===== config.mk =====
export PLATFORM = sky130hd
export DESIGN_NAME = whc_parser
export DESIGN_NICKNAME = d
export VERILOG_FILES = /design/src/design/whc_pkg.sv /design/src/design/whc_parser.sv
export SDC_FILE = /design/constraint.sdc
export NUM_CORES = 1
export LEC_CHECK = 0
export ABC_AREA = 0
export BUFFER_PORTS_ARGS = -buffer_cell sky130_fd_sc_hd__buf_2
export CAP_MARGIN = 5
export CELL_PAD_IN_SITES_DETAIL_PLACEMENT = 1
export CELL_PAD_IN_SITES_GLOBAL_PLACEMENT = 2
export CORE_UTILIZATION = 31
export CTS_CLUSTER_SIZE = 30
export DETAILED_ROUTE_END_ITERATION = 8
export PLACE_DENSITY = 0.77
export SETUP_SLACK_MARGIN = 0.5
export SKIP_LAST_GASP = 1
export SYNTH_ARGS = -nofsm -noshare
export SYNTH_HDL_FRONTEND = slang
export SYNTH_SLANG_ARGS = --single-unit
export TNS_END_PERCENT = 1

===== constraint.sdc =====
create_clock -name clk -period 6.75 [get_ports clk]
set_input_delay 1.35 -clock clk [delete_from_list [all_inputs] [get_ports clk]]
set_output_delay 1.35 -clock clk [all_outputs]
set_load 0.1 [all_outputs]

===== src/design/whc_pkg.sv =====
// Package with the request and result types and the constants of the WAV header checker.
package whc_pkg;

  // Header length in bytes, used as the default of the top level parameter.
  localparam int HeaderBytesDef = 44;

  // Tags, read with the first byte of the tag in the most significant byte.
  localparam logic [31:0] TagRiff = 32'h5249_4646;
  localparam logic [31:0] TagWave = 32'h5741_5645;
  localparam logic [31:0] TagFmt  = 32'h666D_7420;
  localparam logic [31:0] TagData = 32'h6461_7461;

  // Byte positions of the header fields.
  localparam logic [8:0] PosRiffEnd  = 9'd3;
  localparam logic [8:0] PosWaveEnd  = 9'd11;
  localparam logic [8:0] PosFmtEnd   = 9'd15;
  localparam logic [8:0] PosRateBeg  = 9'd24;
  localparam logic [8:0] PosRateEnd  = 9'd27;
  localparam logic [8:0] ScanFirst   = 9'd36;
  localparam logic [8:0] DataSkip    = 9'd8;

  // Error flag bit indexes.
  localparam int ErrShort = 0;
  localparam int ErrRiff  = 1;
  localparam int ErrWave  = 2;
  localparam int ErrFmt   = 3;
  localparam int ErrRate  = 4;
  localparam int ErrData  = 5;

  // Configuration register addresses (bit 2 of the byte address).
  localparam logic RegExpectedRate = 1'b0;
  localparam logic RegScanEnd      = 1'b1;

  // Reset values of the configuration registers.
  localparam logic [31:0] ExpectedRateRst = 32'd8000;
  localparam logic [7:0]  ScanEndRst      = 8'd100;

  // One input request: a byte of the file and its markers.
  typedef struct packed {
    logic [7:0] data_byte;
    logic       start_of_file;
    logic       end_of_stream;
  } in_req_t;

  // One result: the verdict on the header.
  typedef struct packed {
    logic [5:0] error_flags;
    logic       header_ok;
    logic [8:0] audio_offset;
  } out_res_t;

endpackage


===== src/design/whc_parser.sv =====
// Header parser: file state and the per-byte checks that lead to a verdict.
module whc_parser #(
  parameter int HEADER_BYTES = whc_pkg::HeaderBytesDef
) (
  input  logic               clk,
  input  logic               rst_n,
  input  logic               step_en,
  input  whc_pkg::in_req_t   req,
  input  logic [31:0]        expected_rate,
  input  logic [7:0]         scan_end,
  output logic               emit,
  output whc_pkg::out_res_t  res
);

  localparam logic [8:0] LastHdr = 9'(HEADER_BYTES - 1);

  logic [8:0]  pos_r, pos_nxt;
  logic [31:0] rate_r, rate_nxt;
  logic [31:0] last4_r, last4_nxt;
  logic [5:0]  err_r, err_nxt;
  logic        fin_r, fin_nxt;
  logic [8:0]  doff_r, doff_nxt;

  logic [8:0]  p;
  logic [31:0] rate_cur;
  logic [5:0]  err_cur;
  logic [8:0]  doff_cur;
  logic        live;
  logic [8:0]  win;
  logic [8:0]  lo;
  logic        resolved;
  logic [5:0]  err_fin;

  // A start of file drops the check in progress; otherwise work from stored state.
  always_comb begin
    p        = req.start_of_file ? '0 : pos_r;
    rate_cur = req.start_of_file ? '0 : rate_r;
    err_cur  = req.start_of_file ? '0 : err_r;
    doff_cur = req.start_of_file ? '0 : doff_r;
    live     = req.start_of_file || !fin_r;
  end

  // Tag checks, rate assembly and data tag search for the current byte.
  always_comb begin
    last4_nxt = {(req.start_of_file ? 24'd0 : last4_r[23:0]), req.data_byte};
    rate_nxt  = rate_cur;
    err_nxt   = err_cur;
    doff_nxt  = doff_cur;
    win       = p - 9'd3;

    if (p == whc_pkg::PosRiffEnd && last4_nxt != whc_pkg::TagRiff) begin
      err_nxt[whc_pkg::ErrRiff] = 1'b1;
    end
    if (p == whc_pkg::PosWaveEnd && last4_nxt != whc_pkg::TagWave) begin
      err_nxt[whc_pkg::ErrWave] = 1'b1;
    end
    if (p == whc_pkg::PosFmtEnd && last4_nxt != whc_pkg::TagFmt) begin
      err_nxt[whc_pkg::ErrFmt] = 1'b1;
    end

    // The rate is little endian; positions 24 to 27 map to byte lanes 0 to 3.
    if (p inside {[whc_pkg::PosRateBeg:whc_pkg::PosRateEnd]}) begin
      case (p[1:0])
        2'd0:    rate_nxt[7:0]   = rate_cur[7:0]   | req.data_byte;
        2'd1:    rate_nxt[15:8]  = rate_cur[15:8]  | req.data_byte;
        2'd2:    rate_nxt[23:16] = rate_cur[23:16] | req.data_byte;
        default: rate_nxt[31:24] = rate_cur[31:24] | req.data_byte;
      endcase
    end
    if (p == whc_pkg::PosRateEnd && rate_nxt != expected_rate) begin
      err_nxt[whc_pkg::ErrRate] = 1'b1;
    end

    // Search for the data tag while no offset has been found yet.
    if (doff_cur == '0 && p >= whc_pkg::ScanFirst + 9'd3) begin
      if (win < {1'b0, scan_end} && last4_nxt == whc_pkg::TagData) begin
        doff_nxt = win + whc_pkg::DataSkip;
      end
    end

    // The search is over once a tag is found or no window below scan_end remains.
    lo       = (p >= whc_pkg::ScanFirst + 9'd2) ? p - 9'd2 : whc_pkg::ScanFirst;
    resolved = (doff_nxt != '0) || (lo >= {1'b0, scan_end});
    emit     = live && (req.end_of_stream || (resolved && p >= LastHdr));
    pos_nxt  = p + 9'd1;

    // Anything whose bytes did not all arrive counts as wrong.
    err_fin = err_nxt;
    if (p < LastHdr)              err_fin[whc_pkg::ErrShort] = 1'b1;
    if (p < whc_pkg::PosRiffEnd)  err_fin[whc_pkg::ErrRiff]  = 1'b1;
    if (p < whc_pkg::PosWaveEnd)  err_fin[whc_pkg::ErrWave]  = 1'b1;
    if (p < whc_pkg::PosFmtEnd)   err_fin[whc_pkg::ErrFmt]   = 1'b1;
    if (p < whc_pkg::PosRateEnd)  err_fin[whc_pkg::ErrRate]  = 1'b1;
    if (doff_nxt == '0)           err_fin[whc_pkg::ErrData]  = 1'b1;

    fin_nxt = emit;
    res.error_flags  = err_fin;
    res.header_ok    = (err_fin == '0);
    res.audio_offset = doff_nxt;
  end

  // File state; a byte that arrives while finished and without a start is ignored.
  always_ff @(posedge clk) begin
    if (!rst_n) begin
      pos_r   <= '0;
      rate_r  <= '0;
      last4_r <= '0;
      err_r   <= '0;
      fin_r   <= 1'b1;
      doff_r  <= '0;
    end else if (step_en && live) begin
      pos_r   <= pos_nxt;
      rate_r  <= rate_nxt;
      last4_r <= last4_nxt;
      err_r   <= emit ? err_fin : err_nxt;
      fin_r   <= fin_nxt;
      doff_r  <= doff_nxt;
    end
  end

endmodule


# Word level (Yosys, flattened, before mapping)
# Cells that the tools add are included.
[word_totals] inputBits=53 register_bits=81
[classes] add_sub_neg=4 n_lt_le_gt_ge=12 n_mux=24 n_eq_ne=11 n_reduce_logical=20 n_bitwise=4
[ops] op="$ne 32x31->1 const B" n=3
[ops] op="$mux 32" n=2
[ops] op="$mux 9" n=5
[ops] op="$eq 32x31->1 const B" n=1
[ops] op="$mux 8" n=4
[ops] op="$ne 32x32->1" n=1
[ops] op="$or 8x8->8" n=4
[ops] op="$ge 9x6->1 const B" n=3
[ops] op="$mux 24" n=1
[ops] op="$eq 9x4->1 const B" n=2
[ops] op="$logic_not 9->1" n=2
[ops] op="$lt 9x4->1 const B" n=2
[ops] op="$sub 9x2->9 const B" n=2
[ops] op="$mux 6" n=2
[ops] op="$logic_and 1x1->1" n=10
[ops] op="$mux 1" n=10
[ops] op="$add 9x1->9 const B" n=1
[ops] op="$add 9x4->9 const B" n=1
[ops] op="$eq 9x2->1 const B" n=1
[ops] op="$eq 9x5->1 const B" n=1
[ops] op="$ge 9x5->1 const B" n=1
[ops] op="$ge 9x8->1" n=1
[ops] op="$le 9x5->1 const B" n=1
[ops] op="$lt 9x2->1 const B" n=1
[ops] op="11 further kinds" n=13

# Depth between registers and ports, before layout
[logic_depth] word_depth=12 ltp_mapped=22 mapped_depth_nobuf=16

# Least setup slack after synthesis
# No wires, ideal clock.
[synth_timing] path_type="in2out" start="input req[1] in the netlist's numbering" end="output res[9] in the netlist's numbering" stages=19 t_arrival_ps=7436 slack_ps=-2036 path_cell_list="buf_6 clkbuf_1 clkbuf_1 buf_2 buf_2 buf_1 nor2b_1 ha_1 a2111oi_4 a21oi_1 o21ai_0 ha_1 a2111oi_2 o311ai_1 a211o_1 buf_6 a41o_1 a22o_4 nor4_2"
[synth_lines] element="start, declared" line="whc_parser.sv:8" text="input whc_pkg::in_req_t req,"
[synth_lines] element="end, declared" line="whc_parser.sv:12" text="output whc_pkg::out_res_t res"

==> impl_results.md <==
- Drt total wl: 25040 µm
- Number of global-route vias before repair: 6567
- PD cells: 178.9 nW/µm²
- Clock Root Buffer: clkbuf_16
- IO Count: 70
- Core ar.: 18960 µm²
- Post-DP HPWL: 18230 µm
- Gpl congestion: 0.8915
- Slew headroom: 0.4109
- Fin. Hold Viols: 0
- CP endpoint kind: output port
- Clk buf depth: 2
- Sequential area share after synthesis: 0.2668
- Most common cell after layout, fill and taps aside: nor2_1
- Max-cap violation count: 0
- Fin nets: 922
- Outcome: finished clean
- Period Utilization, post-route: 0.9086
- Ratio of cells with drive above 1 in the final layout: 0.1635
- Final setup fails: 0
- GRT Total Usage: 0.2525
- Post-route ant nets: 0
- Synth warnings: 0
- Syn Inst Count: 810
- First-pass GRT wire length: 38320 µm
- Hold buffer count at CTS: 0
- Vias per inst: 5.859
- Clk_lat worst skew: 350 ps
- Fmax: 0.1630 GHz
- Min cycle time layout: 6133 ps
- Net Count, Synth: 887
- CTS Buf Count: 9
- Clock Sinks: 81
- Hold Path Class: flip-flop to flip-flop
- Die width: 142.0 µm
- Required @ worst endpoint: 5400 ps
- Die footprint: 20170 µm²
- Yosys cell types: 82
- Slew @ Worst Pin: 883.7 ps
- Port Buffers: 69
- Finished Core Util: 0.3785
- Crit Path Category: input pin to output port
- Async set-reset flop share out of synthesis: 0
- Crit-path max FO: 6
- Remaining global-route overflow: 0
- Drt wl/cell: 22.56 µm
- Ant. Diodes: 0
- Post-synthesis cell area: 6077 µm²
- Clock slew at reported path FFs: 60 ps
- Number of flops mapped to enable cells by yosys: 0
- RSZ-0062 raised after global routing: false
- Most frequent cells in the layout: nor2_1, dfxtp_1, nand2_1
- Leakage power: 2.723 nW
- Initial DRT Pass Iterations: 5
- CTS H-tree lvls: 3
- Worst endpoint data arrival time: 4780 ps
- Total power: 1.284 mW
- Worst vdd ir: 0.0001170 V
- DRC errors left: 0
- Largest net degree at the start of global routing: 78
- Clock Skews: 8.385 ps
- Mean Syn Cell Area: 7.503 µm²
- Main synth FF type: dfxtp_1
- Area grow syn2layout: 18.08%
- TritonCTS clock tree: done
- Drt initial violations: 454
- Startpoint class of the critical path: input pin
- Starting density of the core: 0.3206
- Die Height: 142.0 µm
- Slew Limit Fails: 0
- Via count: 6504
- Synthesized flop and latch total: 81
- Row count: 50
- Initial antenna violation count: 0
[cell usage after synthesis, drive strengths merged, types with 5 or more instances]
cell type / n / area, µm²
nor2: 89 / 334.1
dfxtp: 81 / 1622
nand2: 67 / 251.5
inv: 64 / 240.2
a21oi: 47 / 239.0
clkbuf: 42 / 157.7
a22oi: 40 / 300.3
o21ai: 38 / 190.2
nand2b: 29 / 181.4
and3: 26 / 162.7
o22ai: 25 / 156.4
ha: 24 / 300.3
buf: 17 / 115.1
nand3: 17 / 85.08
nor4: 13 / 145.1
nand4: 12 / 75.07
nor2b: 12 / 75.07
a211oi: 11 / 82.58
xnor2: 11 / 96.34
nor3: 10 / 50.05
o211ai: 10 / 80.07
a31oi: 8 / 56.30
a2111oi: 6 / 77.57
mux2i: 6 / 60.06
o2111ai: 6 / 52.55
nor3b: 5 / 42.54
o2bb2ai: 5 / 43.79
o31ai: 5 / 37.54
or4: 5 / 45.04
[where the power goes]
group          total (mW)  switching (mW)  internal (mW)
clock network       0.533           0.236          0.298
logic               0.252           0.170         0.0823
registers           0.498          0.0110          0.487
total                1.28           0.416          0.867
[logic make-up after synthesis]
family | count (synthesis) | synth area share
flops | 81 | 0.2668
compound gates | 249 | 0.2917
xor+xnor | 15 | 0.02162
buf+inv | 124 | 0.08503
simple gates | 310 | 0.2736
mux | 7 | 0.01174
fa+ha+maj | 24 | 0.04941
[per-layer routing]
metal / vias to the layer above / GRT usage / share of wire
met5: - / 0 / 0
met4: 0 / 0.08715 / 0.020
met2: 180 / 0.4172 / 0.48
li1: 3032 / - / -
met1: 3258 / 0.3345 / 0.46
met3: 34 / 0.03668 / 0.047
[timing repair]
action,in CTS,in global routing
setup buffers,1,5
pin swaps,1,9
resized for setup,1,10
endpoints found under the setup margin,1,3
gates cloned,0,0
[layout make-up]
type / instances / area, µm²
clock buffer: 9 / 225.2
clock inverter: 7 / 93.84
fill: 2343 / 11780
inverter: 65 / 246.5
multi-input combinational: 605 / 4041
sequential: 81 / 1622
tap: 260 / 325.3
timing repair buffer: 83 / 621.8
[sequential cells by signal, indices dropped and copies added (netlist names)]
name / cells
rate_r: 32
fin_r: 1
err_r: 6
pos_r: 9
doff_r: 9
last4_r: 24
[worst max-delay path, cell delays in order]
cell       delay (ps)
buf_6             120
inv_4              60
nand2_4            70
ha_4              220
a2111oi_4         460
a21oi_1           150
o21ai_2           230
ha_4              250
a2111oi_4         340
o311ai_1          150
a211o_2           380
a41o_1            260
a22o_4            270
nor4_4            270
buf_12            220
[stage by stage]
step / std cells / setup WS (ps) / area, µm² / setup TNS (ps) / hold slack [ps]
2_1_floorplan: 810 / -223.7 / 6202 / -1426 / 431.5
3_3_place_gp: 1088 / 594.0 / 6775 / 0 / 443.7
3_5_place_dp: 1088 / 433.4 / 6775 / 0 / 447.8
4_1_cts: 1105 / 525.1 / 7106 / 0 / 456.8
5_1_grt: 1110 / 474.1 / 7176 / 0 / 474.3
6_report: 1110 / 616.7 / 7176 / 0 / 454.7
[final timing paths]
path                 start        end  slack, ps  cells past startpoint
hold reg to reg   err_r[2]   err_r[2]        450                      2
setup reg to reg  pos_r[2]  doff_r[0]       2820                     13
hold / removal    err_r[2]   err_r[2]        450                      2
setup / recovery    req[1]     res[9]        620                     15
Note: power is estimated with default switching activity, not from simulation.
